<file path="src/design/grsm_pkg.sv">
// Shared constants, types and modular arithmetic helpers for the grid range-sum block.
`default_nettype none

package grsm_pkg;

    localparam int GRID_MAX  = 64;
    localparam int IDX_W     = $clog2(GRID_MAX);
    localparam int CNT_W     = $clog2(GRID_MAX + 1);
    localparam int ADDR_W    = 2 * IDX_W;
    localparam int VAL_W     = 30;
    localparam int COORD_W   = 7;
    localparam int GSIZE_W   = 7;
    localparam int OP_W      = 2;
    localparam int CFG_IDX_W = 2;
    localparam int CMP_W     = (COORD_W > CNT_W) ? COORD_W : CNT_W;
    localparam int MUL_CNT_W = $clog2(VAL_W);

    localparam logic [VAL_W-1:0]   MODULUS       = 30'd1000000007;
    localparam logic [GSIZE_W-1:0] GRID_SIZE_RST = 7'd64;

    localparam logic [OP_W-1:0] OP_QUERY = 2'd0;
    localparam logic [OP_W-1:0] OP_MUL   = 2'd1;
    localparam logic [OP_W-1:0] OP_FILL  = 2'd2;

    localparam logic [CFG_IDX_W-1:0] REG_GRID_SIZE = 2'd0;
    localparam logic [CFG_IDX_W-1:0] REG_FILL      = 2'd1;

    typedef struct packed {
        logic             start;
        logic [VAL_W-1:0] a;
        logic [VAL_W-1:0] b;
    } t_mul_req;

    typedef struct packed {
        logic             done;
        logic [VAL_W-1:0] prod;
    } t_mul_rsp;

    function automatic logic [VAL_W-1:0] mod_add(input logic [VAL_W-1:0] a,
                                                 input logic [VAL_W-1:0] b);
        logic [VAL_W:0] s;
        s = {1'b0, a} + {1'b0, b};
        if (s >= {1'b0, MODULUS}) begin
            s = s - {1'b0, MODULUS};
        end
        return s[VAL_W-1:0];
    endfunction

    function automatic logic [VAL_W-1:0] mod_sub(input logic [VAL_W-1:0] a,
                                                 input logic [VAL_W-1:0] b);
        logic [VAL_W-1:0] d;
        d = a - b;
        if (a < b) begin
            d = d + MODULUS;
        end
        return d;
    endfunction

    function automatic logic [VAL_W-1:0] mod_reduce(input logic [VAL_W-1:0] x);
        logic [VAL_W-1:0] r;
        r = x;
        if (x >= MODULUS) begin
            r = x - MODULUS;
        end
        return r;
    endfunction

endpackage

`default_nettype wire

</file>
<file path="src/design/grsm_modmul.sv">
// Iterative modular multiplier: one double or one conditional add per cycle.
`default_nettype none

module grsm_modmul
    import grsm_pkg::*;
(
    input  wire logic     i_clk,
    input  wire logic     i_rst_n,
    input  wire t_mul_req i_req,
    output t_mul_rsp      o_rsp
);

    logic                 r_busy;
    logic                 r_phase;
    logic                 r_done;
    logic [MUL_CNT_W-1:0] r_cnt;
    logic [VAL_W-1:0]     r_acc;
    logic [VAL_W-1:0]     r_a;
    logic [VAL_W-1:0]     r_b;

    always_ff @(posedge i_clk) begin
        if (!i_rst_n) begin
            r_busy  <= 1'b0;
            r_phase <= 1'b0;
            r_done  <= 1'b0;
            r_cnt   <= '0;
        end else begin
            r_done <= 1'b0;
            if (i_req.start) begin
                r_busy  <= 1'b1;
                r_phase <= 1'b0;
                r_cnt   <= MUL_CNT_W'(VAL_W - 1);
            end else if (r_busy) begin
                if (!r_phase) begin
                    r_phase <= 1'b1;
                end else begin
                    r_phase <= 1'b0;
                    if (r_cnt == '0) begin
                        r_busy <= 1'b0;
                        r_done <= 1'b1;
                    end else begin
                        r_cnt <= r_cnt - MUL_CNT_W'(1);
                    end
                end
            end
        end
    end

    always_ff @(posedge i_clk) begin
        if (i_req.start) begin
            r_acc <= '0;
            r_a   <= i_req.a;
            r_b   <= i_req.b;
        end else if (r_busy) begin
            if (!r_phase) begin
                r_acc <= mod_add(r_acc, r_acc);
            end else begin
                if (r_b[VAL_W-1]) begin
                    r_acc <= mod_add(r_acc, r_a);
                end
                r_b <= r_b << 1;
            end
        end
    end

    assign o_rsp.done = r_done;
    assign o_rsp.prod = r_acc;

endmodule

`default_nettype wire

</file>
<file path="config.mk">
export PLATFORM = sky130hd
export DESIGN_NAME = grsm_modmul
export DESIGN_NICKNAME = d
export VERILOG_FILES = /design/src/design/grsm_pkg.sv /design/src/design/grsm_modmul.sv
export SDC_FILE = /design/constraint.sdc
export NUM_CORES = 1
export LEC_CHECK = 0
export CORE_MARGIN = 4
export CORE_UTILIZATION = 41
export DETAILED_ROUTE_END_ITERATION = 8
export DONT_BUFFER_PORTS = 1
export RECOVER_POWER = 25
export SETUP_SLACK_MARGIN = 0.4
export SYNTH_ARGS = -nofsm -noshare
export SYNTH_HDL_FRONTEND = slang
export SYNTH_SLANG_ARGS = --single-unit
</file>
<file path="constraint.sdc">
create_clock -name i_clk -period 3.9 [get_ports i_clk]
set_input_delay 0.195 -clock i_clk [delete_from_list [all_inputs] [get_ports i_clk]]
set_output_delay 0.195 -clock i_clk [all_outputs]
set_load 0.005 [all_outputs]
</file>
---- Word level (Yosys, flattened, before mapping) ----
Cells that the tools add are included.
operators by class
  add/sub/neg operators ................... 5
  multiply operators ...................... 0
  div/mod/pow operators ................... 0
  magnitude comparators ................... 2
  equal/unequal tests ..................... 2
  shifts and indexed selects .............. 0
  muxes and demuxes ....................... 17
  bitwise operators ....................... 4
  reduce and logical (&&, ||, !) cells .... 9
operators with widths
  operator                  count
  $mux W30                  7
  $add A30 B30 Y31          2
  $ge A31 B30 Y1 const B    2
  $sub A30 B30 Y30 const B  2
  $mux W5                   4
  $mux W1                   6
  $reduce_and A3 Y1         2
  $logic_not A5 Y1          1
  $sub A5 B1 Y5 const B     1
  $not A1 Y1                4
  $reduce_and A2 Y1         2
  $reduce_bool A2 Y1        2
  $reduce_or A4 Y1          1
  $ne A2 B1 Y1 const B      1
  $ne A2 B2 Y1 const B      1
  $reduce_or A2 Y1          1
word-level totals
  bits in registers ....................... 98
  bits in latches ......................... 0
  memory bits (writable) .................. 0
  ROM bits ................................ 0
  bits of input ports ..................... 63
  output and inout bits ................... 31
  word-level logic and storage cells ...... 47
  memories ................................ 0

---- Longest topological paths before layout ----
  depth in word-level cells ............... 5
  gate-level depth with buffers ........... 15
  mapped depth without buffers ............ 14

---- Worst setup path before layout ----
OpenSTA, ideal clock, no wires.
  path kind ............................... register to register
  start point ............................. reg r_acc[0]
  end point ............................... reg r_acc[29]
  library setup time ...................... 0.059 ns
  data arrival time ....................... 3.923 ns
  data required time ...................... 3.841 ns
  setup slack ............................. -0.082 ns
  cell stages (with the launch flop) ...... 16
  buffers on the path ..................... 1
  period minus slack after synthesis ...... 3.982 ns
  cell sequence ........................... dfxtp_1 ha_1 inv_1 fa_1 nand2b_1 a211oi_2 a311oi_1 a211oi_1 nand3_1 or3_1 a311oi_2 o211ai_2 buf_4 a221oi_2 mux2_1 nand2_1
between the ends
  word-level cells in the longest chain between the ends .. 5
  elaborated cells on any way between the ends .. 10
  classes of those cells .................. add/sub: 4; order compare: 2; mux: 4
ends and longest elaborated chain
  element                                                    line                            source
  start, declared                                            grsm_modmul.sv:17               logic [VAL_W-1:0] r_acc;
  start signal, assigned                                     grsm_modmul.sv:56               r_acc <= mod_add(r_acc, r_acc);
  start signal, assigned                                     grsm_modmul.sv:59               r_acc <= mod_add(r_acc, r_a);
  $add A30 B30 Y31                                           grsm_pkg.sv:42                  s = {1'b0, a} + {1'b0, b};
  $sub A30 B30 Y30 / $ge A31 B30 Y1 (equally long branches)  grsm_pkg.sv:44, grsm_pkg.sv:43
  $mux W30                                                   grsm_pkg.sv:43                  if (s >= {1'b0, MODULUS}) begin
  $mux W30                                                   grsm_modmul.sv:58               if (r_b[VAL_W-1]) begin
  $mux W30 *                                                 grsm_modmul.sv:55               if (!r_phase) begin
Mark *: on every way between the ends. The rest lies on a longest branch, timed or not. The select of a mux whose other input is x is not followed.
A chain may end at the register's enable or synchronous reset.

---- Worst setup path after layout ----
  start point ............................. reg r_a[0]
  end point ............................... reg r_acc[14]
between the ends
  word-level cells in the longest chain between the ends .. 5
  elaborated cells on any way between the ends .. 6
  classes of those cells .................. add/sub: 2; order compare: 1; mux: 3
ends and longest elaborated chain
  element                                                    line                            source
  start, declared                                            grsm_modmul.sv:18               logic [VAL_W-1:0] r_a;
  start signal, assigned                                     grsm_modmul.sv:52               r_a <= i_req.a;
  $add A30 B30 Y31 *                                         grsm_pkg.sv:42
  $sub A30 B30 Y30 / $ge A31 B30 Y1 (equally long branches)  grsm_pkg.sv:44, grsm_pkg.sv:43
  $mux W30 *                                                 grsm_pkg.sv:43
  $mux W30 *                                                 grsm_modmul.sv:58
  $mux W30 *                                                 grsm_modmul.sv:55
Marks and branches as above.

==> flow_summary_export.csv <==
group,metric,value,unit
detailed_routing,dr.pass1.iters,5,
global_route,grt_usage,0.242,
placement,dpl.hpwl,18.5,mm
placement,place_congestion,0.980,
floorplan,die_x,144,microns
job,cap_viol_max_count,0,
sta,max_slew.worst_pin.slew,698,ps
yosys,synthArstFlopShare,0,
detailed_routing,wl,25.3,mm
yosys,avgSynthCellArea,8.96,sq um
detailed_routing,antenna_left,0,
yosys,yosysSeqAreaShare,0.340,
yosys,synth_seq_cells,98,
hold_path,hp-start,"i_req[60]",
floorplan,core_area,0.0180,sq mm
finish,utilization,0.554,
yosys,synthDistinctLibCells,87,
finish,final_nets,1097,
global_route,grt_max_degree,45,
sta,setup_viol,0,
cts,cts_max_level,3,
finish,fill_cells,1633,
setup_path,crit_path_start_kind,"flip-flop",
sta,maxClockFrequency,257,MHz
cts,worstSkewPairLatency,370,ps
detailed_routing,viasPerCell,6.05,
power_and_ir_drop,p_leak,3.89,nW
global_route,grt_first_pass_wirelength,39.0,mm
finish,ff_latch_area,0.00256,sq mm
yosys,syn-num-nets,939,
power_and_ir_drop,irDropWorstVdd,0.335,mV
cts,cts_buffers,9,
power_and_ir_drop,power.density,335,mW/mm^2
detailed_routing,wl_per_cell,20.5,microns
placement,place_ws,-99.9,ps
floorplan,io_pins,94,
finish,insertedDiodeCount,0,
setup_path,cp-startpoint,"r_a[0]",
cts,cts.sinks,98,
sta,fin_crit_sh,0.997,
finish,multi_input_area,0.00520,sq mm
cts,cts_root_buffer,"clkbuf_16",
cts,clock_path_buffers,2,
setup_path,cp_max_fo,8,
sta,slew_headroom,0.523,
sta,min_period,3890,ps
sta,rsz0062_at_grt,"yes",
finish,syn_to_final_growth,32.3,%
sta,slew_violations,0,
setup_path,crit_slowest_cell,"a2111o_1",
setup_path,slowest_delay,460,ps
floorplan,dieArea,0.0206,sq mm
yosys,synth-edff-count,60,
status,outcome,"completed",
yosys,synth_cells,842,
global_route,grt_pass1_vias,7054,
setup_path,required,4150,ps
floorplan,initial_core_util,0.419,
yosys,yosys_warnings,0,
yosys,synth_area,0.00755,sq mm
detailed_routing,drc,0,
global_route,antenna_found_initial,0,
setup_path,cp.arrival,4140,ps
detailed_routing,drt_iter0_markers,805,
setup_path,end_kind,"flip-flop",
yosys,synth_ff_type,"edfxtp_1",
hold_path,hp-class,"in2reg",
setup_path,worstSetupPathType,"reg2reg",
floorplan,die_y,144,microns
setup_path,crit_chain,"ha_4, inv_2, fa_2, nand2b_4, a211oi_4, buf_4, o211ai_1, nand4_1, a2111o_1, nand3_2, o211ai_1, o211ai_4, buf_6, buf_6, buf_6, a21oi_4, o32ai_2, a21oi_2",
sta,timing.hold.ws,14.1,ps
cts,cts_tree,"yes",
sta,fin_skew,9.88,ps
sta,final-hold-violation-count,0,
setup_path,r2r-start,"r_a[0]",
finish,drive_above_1_share,0.287,
sta,worst_slack,11.3,ps
global_route,gr-total-overflow,0,
detailed_routing,routed-via-count,7470,
setup_path,crit_path_frequent_cell,"buf_6",
power_and_ir_drop,total_power,0.00334,W
placement,port_buffers,0,
floorplan,rows,49,
cts,clk_pin_slew,80,ps
## Yosys cell counts (all sizes together) (10+ instances only)
cell     n  area, sq um
nand2b  10         62.6
a211oi  19          163
inv     21         78.8
a21o    18          135
a22oi   18          135
nor2    60          228
mux2    30          338
ha      33          413
nand2   68          255
and2    15         93.8
or3     11         68.8
nor3    13         65.1
nand3   25          125
o21ai   61          305
xnor2   38          333
and3    11         68.8
a21oi   57          289
xor2    18          158
o21a    15          113
dfxtp   38          761
nand4   10         62.6
edfxtp  60         1800
buf     16         87.6
clkbuf  25         95.1
o211ai  22          170
## final timing paths
path	to	slack [ps]	cells past startpoint
setup / recovery	r_acc[14]	10	18
hold / removal	r_acc[3]	10	2
setup reg to reg	r_acc[14]	10	18
hold reg to reg	r_done	460	1
## layout by cell type, fill, tap and decap left out, drive strengths merged, types with 6 or more instances in the layout
cell,count
dfxtp,38
and3,11
nor3,13
a211o,6
o211ai,22
and2,15
a211oi,19
xor2,18
edfxtp,60
o21a,15
or4,6
nor4,8
nand2,68
nand2b,10
nor2,60
ha,33
a21boi,9
buf,156
a221oi,8
o21ai,61
clkbuf,9
or3,11
a21o,18
inv,25
nand4,10
a21oi,57
dlygate4sd3,32
xnor2,38
mux2,30
a22oi,18
nand3,25
## sequential cells by signal (all words and copies together), names as in the netlist
signal and cells:
r_done 1, r_b 30, r_busy 1, r_a 30, r_cnt 5, r_acc 30
r_phase 1
## repair_timing
item	4_1_cts	5_1_grt
pin swaps	23	25
hold buffers	33	0
endpoints found under the hold margin	69	0
endpoints found under the setup margin	30	30
gates cloned	1	0
setup buffers	8	11
gates resized for setup	44	37
## worst max-delay path, delay by kind of cell (launching register included)
family                   cells  cell delay [ps]
AO/OA/AOI/OAI                8             1820
adder cells (fa/ha/maj)      2              370
buffers and inverters        5              590
flip-flops                   1              420
AND/OR/NAND/NOR              3              560
## power breakdown
part,leakage [nW],switching (W),internal (W)
registers,0.900,0.0000390,0.00118
clock network,0.150,0.000474,0.000459
logic,2.85,0.000661,0.000530
total,3.89,0.00117,0.00217
## area by class of cell
class,instances,share of cell area
multi-input combinational,682,0.521
clock inverter,7,0.00815
sequential,98,0.257
tap,229,0.0287
timing repair buffer,188,0.155
inverter,21,0.00789
clock buffer,9,0.0226
## through the flow
step / instance area [sq um] / cells / setup TNS [ps]
floorplan: 7640 / 842 / 0
finish: 9980 / 1234 / 0
detailed placement: 8770 / 1165 / -137
global placement: 8770 / 1165 / -98.6
CTS: 9720 / 1223 / 0
global route: 9980 / 1234 / -1300
## cell families (layout without fill, tap and decap cells)
| group | count (synthesis) | count (layout) | share of synthesized area |
|---|---|---|---|
| buf+inv | 62 | 225 | 0.0346 |
| flops | 98 | 98 | 0.340 |
| fa+ha+maj | 34 | 34 | 0.0574 |
| xor+xnor | 56 | 56 | 0.0650 |
| mux | 35 | 35 | 0.0514 |
| simple gates | 265 | 265 | 0.178 |
| compound gates | 292 | 292 | 0.274 |
## metal layers
metal / share of wire / global-route usage / vias to the layer above
met5: 0 / 0 / -
met4: 0.026 / 0.0728 / 0
met3: 0.085 / 0.0649 / 41
met2: 0.45 / 0.379 / 306
met1: 0.44 / 0.329 / 3581
li1: - / - / 3542
Power figures use the tool's default switching activity.
